--- config.mk ---
export PLATFORM = sky130hd
export DESIGN_NAME = edge_trigger_period_finder_core
export DESIGN_NICKNAME = d
export VERILOG_FILES = /design/src/design/etpf_pkg.sv /design/src/design/etpf_edge_det.sv /design/src/design/etpf_tracker.sv /design/src/design/edge_trigger_period_finder_core.sv
export SDC_FILE = /design/constraint.sdc
export NUM_CORES = 1
export LEC_CHECK = 0
export BUFFER_PORTS_ARGS = -buffer_cell sky130_fd_sc_hd__buf_2
export CAP_MARGIN = 25
export CORE_ASPECT_RATIO = 0.7
export CORE_MARGIN = 3
export CORE_UTILIZATION = 51
export CTS_BUF_LIST = sky130_fd_sc_hd__clkbuf_4
export CTS_CLUSTER_SIZE = 30
export DETAILED_ROUTE_END_ITERATION = 10
export GPL_TIMING_DRIVEN = 0
export PLACE_DENSITY = 0.71
export SLEW_MARGIN = 25
export SYNTH_ARGS = -nofsm -noshare
export SYNTH_HDL_FRONTEND = slang
export SYNTH_HIERARCHICAL = 1
export SYNTH_SLANG_ARGS = --single-unit
--- constraint.sdc ---
create_clock -name i_clk -period 8.05 [get_ports i_clk]
set_input_delay 0.4025 -clock i_clk [delete_from_list [all_inputs] [get_ports i_clk]]
set_output_delay 0.4025 -clock i_clk [all_outputs]
set_load 0.01 [all_outputs]
--- src/design/etpf_pkg.sv ---
// ----------------------------------------------------------------------------
// etpf_pkg: shared types and constants of the edge trigger period finder
// Field widths, configuration register indexes and the result record.
// ----------------------------------------------------------------------------
package etpf_pkg;

    localparam int SAMPLE_W = 8;
    localparam int INDEX_W  = 12;   // running sample index, saturating
    localparam int POS_W    = 11;   // reported crossing index and period
    localparam int COUNT_W  = 2;

    localparam logic [INDEX_W-1:0] INDEX_MAX = {INDEX_W{1'b1}};

    // Configuration register indexes
    localparam logic CFG_TRIGGER_LEVEL = 1'b0;
    localparam logic CFG_EDGE_FALLING  = 1'b1;

    // Crossing counts
    localparam logic [COUNT_W-1:0] FOUND_NONE = 2'd0;
    localparam logic [COUNT_W-1:0] FOUND_ONE  = 2'd1;
    localparam logic [COUNT_W-1:0] FOUND_TWO  = 2'd2;

    localparam logic [SAMPLE_W-1:0] LEVEL_RESET = 8'd128;

    typedef struct packed {
        logic [COUNT_W-1:0] found_count;
        logic [POS_W-1:0]   first_index;
        logic [POS_W-1:0]   period_samples;
    } t_result;

endpackage

--- src/design/etpf_edge_det.sv ---
// ----------------------------------------------------------------------------
// etpf_edge_det: trigger level crossing detector
// Compares the previous and current samples against the trigger level.
// ----------------------------------------------------------------------------
module etpf_edge_det
    import etpf_pkg::*;
(
    input  logic [SAMPLE_W-1:0] i_prev,
    input  logic [SAMPLE_W-1:0] i_cur,
    input  logic [SAMPLE_W-1:0] i_level,
    input  logic                i_falling,
    output logic                o_crossing
);

    logic w_rise;
    logic w_fall;

    // Rising: from below the level to at or above it; falling is the mirror.
    assign w_rise = (i_prev < i_level) && (i_cur >= i_level);
    assign w_fall = (i_prev > i_level) && (i_cur <= i_level);

    assign o_crossing = i_falling ? w_fall : w_rise;

endmodule

--- src/design/etpf_tracker.sv ---
// ----------------------------------------------------------------------------
// etpf_tracker: capture state and crossing bookkeeping
// Holds the sample index, previous sample and first two crossings of a capture.
// ----------------------------------------------------------------------------
module etpf_tracker
    import etpf_pkg::*;
#(
    parameter int CAPTURE_LENGTH = 2048
) (
    input  logic                i_clk,
    input  logic                i_rst_n,
    input  logic                i_advance,
    input  logic [SAMPLE_W-1:0] i_sample,
    input  logic                i_last,
    input  logic [SAMPLE_W-1:0] i_level,
    input  logic                i_falling,
    output t_result             o_result
);

    localparam int WINDOW_END = CAPTURE_LENGTH / 2;
    localparam logic [INDEX_W-1:0] WINDOW_LIMIT = INDEX_W'(WINDOW_END);

    logic [SAMPLE_W-1:0] r_prev;
    logic [INDEX_W-1:0]  r_index;
    logic [COUNT_W-1:0]  r_found;
    logic [POS_W-1:0]    r_first;
    logic [POS_W-1:0]    r_gap;

    logic [COUNT_W-1:0]  n_found;
    logic [POS_W-1:0]    n_first;
    logic [POS_W-1:0]    n_gap;
    logic [INDEX_W-1:0]  n_index;

    logic w_crossing;
    logic w_in_window;
    logic w_hit;

    etpf_edge_det u_edge_det (
        .i_prev     (r_prev),
        .i_cur      (i_sample),
        .i_level    (i_level),
        .i_falling  (i_falling),
        .o_crossing (w_crossing)
    );

    // The first sample of a capture has no predecessor and is never tested.
    assign w_in_window = (r_index != '0) && (r_index < WINDOW_LIMIT);
    assign w_hit       = w_in_window && (r_found != FOUND_TWO) && w_crossing;

    always_comb begin
        n_found = r_found;
        n_first = r_first;
        n_gap   = r_gap;
        if (w_hit) begin
            if (r_found == FOUND_NONE) begin
                n_first = r_index[POS_W-1:0];
                n_found = FOUND_ONE;
            end else begin
                n_gap   = r_index[POS_W-1:0] - r_first;
                n_found = FOUND_TWO;
            end
        end
        n_index = (r_index == INDEX_MAX) ? r_index : r_index + 1'b1;
    end

    always_comb begin
        o_result.found_count    = n_found;
        o_result.first_index    = (n_found != FOUND_NONE) ? n_first : '0;
        o_result.period_samples = (n_found == FOUND_TWO) ? n_gap : '0;
    end

    always_ff @(posedge i_clk) begin
        if (!i_rst_n) begin
            r_prev  <= '0;
            r_index <= '0;
            r_found <= FOUND_NONE;
            r_first <= '0;
            r_gap   <= '0;
        end else if (i_advance) begin
            r_prev <= i_sample;
            if (i_last) begin
                r_index <= '0;
                r_found <= FOUND_NONE;
                r_first <= '0;
                r_gap   <= '0;
            end else begin
                r_index <= n_index;
                r_found <= n_found;
                r_first <= n_first;
                r_gap   <= n_gap;
            end
        end
    end

endmodule

--- src/design/edge_trigger_period_finder_core.sv ---
// ----------------------------------------------------------------------------
// edge_trigger_period_finder_core: oscilloscope style edge trigger search
// Finds the first two level crossings in the first half of each capture.
// ----------------------------------------------------------------------------
// Result path: the last sample of a capture is held in the input register and
// the result register captures the result when free; o_valid then rises.
// Throughput: one sample per clock while the result register is not held by
// i_stall; the per-sample compare and state update sit between the input
// register and the result register.
// Reset (synchronous, active low) clears all capture state, sets the trigger
// level to 128 and selects rising edges.
// ----------------------------------------------------------------------------
module edge_trigger_period_finder_core
    import etpf_pkg::*;
#(
    parameter int CAPTURE_LENGTH = 2048
) (
    input  logic                i_clk,
    input  logic                i_rst_n,
    // Configuration write port
    input  logic                i_cfg_we,
    input  logic                i_cfg_index,
    input  logic [SAMPLE_W-1:0] i_cfg_data,
    // Sample channel
    input  logic                i_valid,
    output logic                o_stall,
    input  logic [SAMPLE_W-1:0] i_sample,
    input  logic                i_last_sample,
    // Result channel
    output logic                o_valid,
    input  logic                i_stall,
    output logic [COUNT_W-1:0]  o_found_count,
    output logic [POS_W-1:0]    o_first_index,
    output logic [POS_W-1:0]    o_period_samples
);

    // Configuration registers. The user must see that they are only written while
    // no transaction is in flight, so the tracker may read them directly; the block does not enforce this.
    logic [SAMPLE_W-1:0] r_trigger_level;
    logic                r_edge_falling;

    always_ff @(posedge i_clk) begin
        if (!i_rst_n) begin
            r_trigger_level <= LEVEL_RESET;
            r_edge_falling  <= 1'b0;
        end else if (i_cfg_we) begin
            unique case (i_cfg_index)
                CFG_TRIGGER_LEVEL: r_trigger_level <= i_cfg_data;
                CFG_EDGE_FALLING:  r_edge_falling  <= i_cfg_data[0];
                default:           r_trigger_level <= r_trigger_level;
            endcase
        end
    end

    // Handshake. The result register frees when empty or when its transaction
    // is taken; the input register advances into the tracker whenever the
    // result register can absorb a possible result, and refills in the same
    // cycle, so samples stream at one per clock.
    logic    r_in_valid;
    logic [SAMPLE_W-1:0] r_in_sample;
    logic    r_in_last;
    logic    r_out_valid;
    t_result r_out;
    t_result w_result;
    logic    w_out_free;
    logic    w_advance;
    logic    w_in_free;

    assign w_out_free = !r_out_valid || !i_stall;
    assign w_advance  = r_in_valid && w_out_free;
    assign w_in_free  = !r_in_valid || w_advance;
    assign o_stall    = !w_in_free;

    always_ff @(posedge i_clk) begin
        if (!i_rst_n) begin
            r_in_valid <= 1'b0;
        end else if (w_in_free) begin
            r_in_valid <= i_valid;
        end
    end

    // Payload of the input register needs no reset.
    always_ff @(posedge i_clk) begin
        if (w_in_free) begin
            r_in_sample <= i_sample;
            r_in_last   <= i_last_sample;
        end
    end

    etpf_tracker #(
        .CAPTURE_LENGTH (CAPTURE_LENGTH)
    ) u_tracker (
        .i_clk     (i_clk),
        .i_rst_n   (i_rst_n),
        .i_advance (w_advance),
        .i_sample  (r_in_sample),
        .i_last    (r_in_last),
        .i_level   (r_trigger_level),
        .i_falling (r_edge_falling),
        .o_result  (w_result)
    );

    // Only the last sample of a capture produces a result transaction.
    always_ff @(posedge i_clk) begin
        if (!i_rst_n) begin
            r_out_valid <= 1'b0;
        end else if (w_out_free) begin
            r_out_valid <= w_advance && r_in_last;
        end
    end

    always_ff @(posedge i_clk) begin
        if (w_out_free) begin
            r_out <= w_result;
        end
    end

    assign o_valid          = r_out_valid;
    assign o_found_count    = r_out.found_count;
    assign o_first_index    = r_out.first_index;
    assign o_period_samples = r_out.period_samples;

    // A held result must block the tracker from moving on.
    a_no_advance_when_held: assert property (@(posedge i_clk) disable iff (!i_rst_n)
        (r_out_valid && i_stall) |-> !w_advance)
        else $error("tracker advanced while result register was held");

    // Upstream is only stalled when a sample is waiting in the input register.
    a_stall_needs_item: assert property (@(posedge i_clk) disable iff (!i_rst_n)
        o_stall |-> r_in_valid)
        else $error("stall raised with empty input register");

    // The crossing count never exceeds two.
    a_count_range: assert property (@(posedge i_clk) disable iff (!i_rst_n)
        o_valid |-> (o_found_count != 2'd3))
        else $error("found count out of range");

    // A period is only reported once two crossings were seen.
    a_period_needs_two: assert property (@(posedge i_clk) disable iff (!i_rst_n)
        (o_valid && (o_found_count != FOUND_TWO)) |-> (o_period_samples == '0))
        else $error("period reported with fewer than two crossings");

    // A result transaction follows an advancing last sample.
    a_result_source: assert property (@(posedge i_clk) disable iff (!i_rst_n)
        $rose(r_out_valid) |-> $past(w_advance && r_in_last))
        else $error("result appeared without a last sample");

endmodule
==> metrics, run 1 <==
Fin Setup TNS 0 ns; Max Fclk 309 MHz; gr ovfl total 0; CP Cell Sequence ha_1, a21oi_1, nor2_1, a211oi_1, a21oi_1, o22ai_2, or4b_4, nor3_4, o21ai_2, buf_6, a22oi_1, nor2b_1; starting density of the core 54.1%; initial antenna violation count 0; HP Class in -> reg; Syn Nets between 400 and 500; placed cells 566; most frequent cells after synthesis dfxtp_1 (55), nand2_1 (47), edfxtp_1 (33), ha_1 (28), nor2b_1 (25); Setup Buffers After CTS 0; placed cell area 4750 µm²; die width 117 µm; max cap viols 0; drt first pass iters 5; final wirelength about 9500 µm; wl on met1 5000 µm; drt initial violations 232; largest net degree at the start of global routing 27; # clock sinks 88; Root Driver clkbuf_4; DIE HEIGHT 83.6 µm; Top FF cell, synth dfxtp_1; CP endpoint u_tracker/r_first[2]; top sig layer met4; Critical Path End Type flop; I/O pin total 49; worst path required time ~8.4 ns; register area share after synthesis 47.7%; top post-synthesis cells by area dfxtp_1 (25%), edfxtp_1 (23%), ha_1 (8.0%); CTS Hold Bufs 0; Final Cycle Share between 40% and 50%; Routed Antenna Nets 0; Setup Crit Path Kind reg -> reg; Rel. slew slack a little over two fifths; Post-synth EDFFs 33; vias in the first global route 3160; sequential power share 60.1%; DP Wirelength 7150 µm; CTS buffer count 9; most common cell in the netlist dfxtp_1; routability cong. 0.968; CTS H-tree lvls 3; die area 9760 µm²; synth warn 6; detailed-route via count roughly 3300; r2r startpoint r_in_sample[5]; WHS 0.121 ns; Port-buffer cells 47; ant diodes 0; Syn Std Cell Area 4380 µm²; Row Count 27; Pint 602 µW; setup violators final 0; Hold Fails Final Rpt 0; Worst setup SP type flop; clk buf depth 2; FF+latch count, synth 88; Clock Skew between 0.015 and 0.02 ns; area fraction of the dominant cell type after synthesis between 20% and 30%; CP startpoint r_in_sample[5]; sw frac 24.2%; fraction of layout cells with a size suffix above 1 17.5%; Clk Latency, worst-skew pair 0.45 ns; wire length per cell approximately 16 µm; Slowest cell on crit path or4b_4; CTS tree yes; cell area after layout 4880 µm²; R2R depth 12; Slew Viols, Final 0; clock share of power 30.2%; Levels on crit path 12; Filler cells 688; Most Frequent Cell on Critical Path a21oi_1; routed wire length on met2 3760 µm; flop-to-flop setup slack 4.81 ns; Mapped Cells 418; total leakage power between 2 and 2.5 nW; critical-path maximum fanout 10; Pwr Density 163 nW/µm²; count of different cell masters after synthesis between 50 and 60; clk slew on worst S/H paths roughly 0.13 ns; CTS resizes 0; crit-path max cell delay ~0.56 ns; gr usage total 20.5%; first-pass GRT wire length 15700 µm; Worst Max-Slew Pin Slew between 0.8 and 0.9 ns; Synth-to-Final Area Change 11.3%; WP data arrival around 3.6 ns; FF-to-FF End u_tracker/r_first[2]; ys async rst share 0%; WP buf/inv 1; Core Box Area 8110 µm²; met3 WL roughly 620 µm; Nets between 500 and 600; kind of cell adding the most delay to the critical path compound AO/OA/AOI/OAI gates; mean post-synth cell area ~10 µm²; unrepaired setup endpoints after global routing no; Sw Pwr 192 µW; DRC 0; minimum clock period 3.24 ns; total power 794 µW; status completed; Logic pwr share 9.7%; Finished Layout Cells just under 600; Vias/cell ~5.7; Synth area leader dfxtp_1; Peak VDD IR 0.121 mV
cell type report:
type	instances	area (µm²)	area share [%]
multi-input combinational	289	2100	43.1
clock buffer	11	82.6	1.69
clock inverter	5	47.5	0.975
buffer	19	110	2.26
timing repair buffer	47	235	4.82
tap	101	126	2.59
sequential	88	2090	42.9
inverter	22	82.6	1.69
per-stage QoR:
stage,worst slack (ns),utilization [%]
after floorplan,5.30,-
after global placement,4.94,58.5
after detailed placement,4.90,58.5
after CTS,4.86,60.2
after global routing,4.68,60.2
final,4.81,60.2
registers in the layout (all words and copies together), names as in the netlist:
name and flops:
u_tracker/r_found 2, r_in_valid 1, r_in_sample 8, o_first_index 11
r_in_last 1, u_tracker/r_gap 11, r_trigger_level 8, o_valid 1
u_tracker/r_first 11, o_found_count 2, o_period_samples 11, u_tracker/r_index 12
r_edge_falling 1, u_tracker/r_prev 8
logic make-up (layout without fill, tap and decap cells):
logic type | after synthesis | count (layout) | synth area share [%]
buffers and inverters | 41 | 104 | 4.40
DFF | 88 | 88 | 47.7
and+or+nand+nor | 138 | 138 | 17.7
xor gates and xnor gates | 19 | 19 | 3.80
adders and majority gates | 29 | 29 | 8.45
AOI/OAI and AO/OA | 87 | 87 | 14.3
muxes | 16 | 16 | 3.65
power groups by stage:
stage / clock network (mW) / logic (mW) / registers, mW
global route: 0.266 / 0.0848 / 0.479
global placement: 0 / 0.0732 / 0.487
CTS: 0.249 / 0.0767 / 0.477
finish: 0.240 / 0.0769 / 0.477
floorplan: 0 / 0.0509 / 0.487
detailed placement: 0 / 0.0763 / 0.487
worst reg2reg max path: cells and delay by family, from the launching register on:
kind,cells,cell delay (ns)
AND/OR/NAND/NOR,4,1.11
AO/OA/AOI/OAI,6,1.12
buffers and inverters,1,0.16
adder cells (fa/ha/maj),1,0.32
flip-flops,1,0.45
how the worst min path moves through the flow:
stage                                     to  slack (ns)                from  cells past startpoint
final                         r_in_sample[6]        0.12         i_sample[6]                      1
after global routing          r_in_sample[7]        0.09         i_sample[7]                      1
after CTS                     r_in_sample[3]        0.08         i_sample[3]                      1
after detailed placement  u_tracker/r_gap[3]        0.45  u_tracker/r_gap[3]                      2
after global placement    u_tracker/r_gap[3]        0.44  u_tracker/r_gap[3]                      2
after floorplan           u_tracker/r_gap[3]        0.43  u_tracker/r_gap[3]                      2
per-layer routing:
metal	vias up	track usage [%]
met1	1568	31.8
met3	8	5.00
met2	104	28.2
met5	-	0
li1	1624	-
met4	0	5.00
cell usage in the layout, fill, tap and decap left out, types with 7 or more instances in the layout:
| cell type | synthesis | layout |
|---|---|---|
| xnor2_1 | 7 | 7 |
| a22o_1 | 18 | 18 |
| nor2b_1 | 25 | 25 |
| nand4_1 | 9 | 9 |
| and3_1 | 7 | 7 |
| ha_1 | 28 | 28 |
| nor2_1 | 14 | 14 |
| mux2i_1 | 16 | 16 |
| o21ai_0 | 14 | 14 |
| nand3_1 | 13 | 13 |
| edfxtp_1 | 33 | 33 |
| a22oi_1 | 10 | 10 |
| nand2_1 | 47 | 46 |
| inv_1 | 22 | 22 |
| xor2_1 | 12 | 12 |
| a21oi_1 | 13 | 13 |
| buf_2 | 1 | 48 |
| clkbuf_1 | 11 | 11 |
| dfxtp_1 | 55 | 55 |
| clkbuf_4 | 0 | 11 |
Power figures use the tool's default switching activity.
==> run 2: changes to the inputs <==
==> constraint.sdc (replaced) <==
create_clock -name i_clk -period 3 [get_ports i_clk]
set_input_delay 0.15 -clock i_clk [delete_from_list [all_inputs] [get_ports i_clk]]
set_output_delay 0.15 -clock i_clk [all_outputs]
set_load 0.01 [all_outputs]
==> run 2 against run 1 <==
Die area stayed put. Global-route usage is 1.3 points higher. Worst hold slack worse by 0.057 ns. Sequential power grew to 2.7 times the previous value. Core utilization is 5.0 points higher. Setup slack worse by 4.7 ns. Clock-buffer cell count stayed put. Clock power grew to 2.7 times the previous value. Sequential share of layout area is 3.2 points lower. Via count is 4.7% higher. Critical path type unchanged.
==> metrics, run 2 (synthesis gave the netlist of run 1 again) <==
Fin Setup TNS 0 ns (unchanged); drt first pass iters 5 (unchanged); CTS H-tree lvls 3 (unchanged); routability cong. 0.968 (unchanged); gr usage total 21.7% (was 20.5%); gr ovfl total 0 (unchanged); unrepaired setup endpoints after global routing yes (was no); WHS 0.0634 ns (was 0.121 ns); Row Count 27 (unchanged); sw frac 24.5% (was 24.2%); largest net degree at the start of global routing 27 (unchanged); Filler cells 634 (was 688); starting density of the core 54.1% (unchanged); DIE HEIGHT 83.6 µm (unchanged); Worst Max-Slew Pin Slew 0.839 ns (was 0.864 ns); die width 117 µm (unchanged); Sw Pwr 535 µW (was 192 µW); max cap viols 0 (unchanged); drt initial violations 283 (was 232); Root Driver clkbuf_4 (unchanged); initial antenna violation count 0 (unchanged); I/O pin total 49 (unchanged); fraction of layout cells with a size suffix above 1 20.9% (was 17.5%); M2 GR Usage 31.2% (was 28.2%); commonest non-fill, non-tap cells in the layout dfxtp_1 (53), buf_2 (48), nand2_1 (45) (was dfxtp_1 (55), buf_2 (48), nand2_1 (46)); met1 Usage GRT 32.7% (was 31.8%); Routed Antenna Nets 0 (unchanged); total leakage power 2.18 nW (was 2.04 nW); DP Wirelength 7150 µm (unchanged); hold path endpoint r_trigger_level[0] (was r_in_sample[6]); Core Box Area 8110 µm² (unchanged); Peak VDD IR 0.317 mV (was 0.121 mV); status completed (unchanged); ant diodes 0 (unchanged); Hold Fails Final Rpt 0 (unchanged); Setup Crit Path Kind reg -> reg (unchanged); first-pass GRT wire length 16700 µm (was 15700 µm); Pwr Density 414 nW/µm² (was 163 nW/µm²); worst path required time 3.39 ns (was 8.39 ns); Place WS -0.152 ns (was 4.90 ns); hold_sp i_rst_n (was i_sample[6]); clk slew on worst S/H paths 0.12 ns (was 0.13 ns); Biggest register u_tracker/r_index (unchanged); Worst setup SP type flop (unchanged); Slew Viols, Final 0 (unchanged); HP Class in -> reg (unchanged); die area 9760 µm² (unchanged); Final Cycle Share 96.7% (was 40.2%); CTS buffer count 9 (unchanged); Critical Path End Type flop (unchanged); total power 2.18 mW (was 794 µW); minimum clock period 2.90 ns (was 3.24 ns); r2r startpoint r_in_sample[5] (unchanged); setup violators final 0 (unchanged); max reg flops 12 (unchanged); Synth-to-Final Area Change 20.4% (was 11.3%); Pint 1.65 mW (was 602 µW); commonest non-fill, non-tap cell in the layout dfxtp_1 (unchanged); WP data arrival 3.29 ns (was 3.58 ns); DRC 0 (unchanged); final wirelength 10500 µm (was 9480 µm); FF-to-FF End u_tracker/r_first[2] (unchanged); most used routing layer met1 (unchanged); vias in the first global route 3365 (was 3160); Rel. slew slack 43.3% (was 41.6%); flop-to-flop setup slack 0.1 ns (was 4.81 ns); Max Fclk 345 MHz (was 309 MHz); critical-path maximum fanout 5 (was 10); post-route setup slack 0.0985 ns (was 4.81 ns); Clock Skew 0.0162 ns (was 0.0188 ns); Vias/cell 5.64 (was 5.68); sequential power share 58.8% (was 60.1%); Clk Latency, worst-skew pair 0.45 ns (about the same); detailed-route via count 3458 (was 3304); grt met3 use 5.00% (unchanged); clock share of power 29.6% (was 30.2%); Logic pwr share 11.6% (was 9.7%); Port-buffer cells 47 (unchanged); Nets 559 (was 528); wire length per cell 17.1 µm (was 16.3 µm); WHS Path Cells 3 (was 1); Final Util 65.1% (was 60.2%); clk buf depth 2 (unchanged); # clock sinks 88 (unchanged); CTS tree yes (unchanged); R2R depth 11 (was 12)
run 2: changes by cell type in the layout (fill, tap and decap cells not counted), sizes merged:
cell         previous run  this run
buf                    55        61
dlygate4sd3             0        25
run 2: worst max-delay path, cell delays in order (launching register included):
cell and delay [ns]:
edfxtp_1 0.49, ha_4 0.26, a21oi_2 0.15, nor2_1 0.07
a211oi_2 0.22, a21oi_1 0.13, o22ai_2 0.18, or4b_4 0.56
nor4b_4 0.38, buf_6 0.20, a22oi_1 0.09, nor2b_1 0.13
run 2: worst max-delay path by stage:
stage	startpoint	to	slack, ns	cells past startpoint
floorplan	r_trigger_level[1]	u_tracker/r_first[5]	0.25	13
global placement	r_in_sample[5]	u_tracker/r_first[4]	-0.11	12
detailed placement	r_in_sample[5]	u_tracker/r_first[4]	-0.15	12
CTS	r_trigger_level[1]	o_period_samples[4]	0.04	12
global route	r_trigger_level[1]	u_tracker/r_first[6]	-0.03	12
finish	r_in_sample[5]	u_tracker/r_first[2]	0.1	11
run 2: area by class of cell:
class	count	area, µm²	area share [%]
clock buffer	11	82.6	1.56
sequential	88	2090	39.7
clock inverter	5	47.5	0.901
inverter	22	82.6	1.56
tap	101	126	2.39
buffer	19	114	2.16
multi-input combinational	289	2190	41.6
timing repair buffer	78	538	10.2
run 2: timing repair:
| action | 4_1_cts | 5_1_grt |
|---|---|---|
| pin swaps | 2 | 9 |
| endpoints found under the hold margin | 19 | 0 |
| gates resized for setup | 2 | 22 |
| gates cloned | 0 | 1 |
| hold buffers | 25 | 0 |
| buffers inserted | 4 | 1 |
| endpoints found under the setup margin | 31 | 36 |
run 2: metrics by stage:
stage	std cells	area, µm²
after floorplan	418	4380
after global placement	566	4740
after detailed placement	566	4750
after CTS	611	5160
after global routing	613	5280
final	613	5280
run 2: power by group through the flow:
stage | clock network [mW] | registers [mW] | logic [mW]
global placement | 0 | 1.31 | 0.196
floorplan | 0 | 1.31 | 0.137
CTS | 0.669 | 1.28 | 0.233
global route | 0.713 | 1.29 | 0.276
detailed placement | 0 | 1.31 | 0.205
finish | 0.647 | 1.28 | 0.253
run 2: routing by layer:
layer / up-vias / wire [µm]
li1: 1688 / -
met1: 1651 / 5340
met2: 108 / 4410
met3: 11 / 588
met4: 0 / 114
met5: - / 0
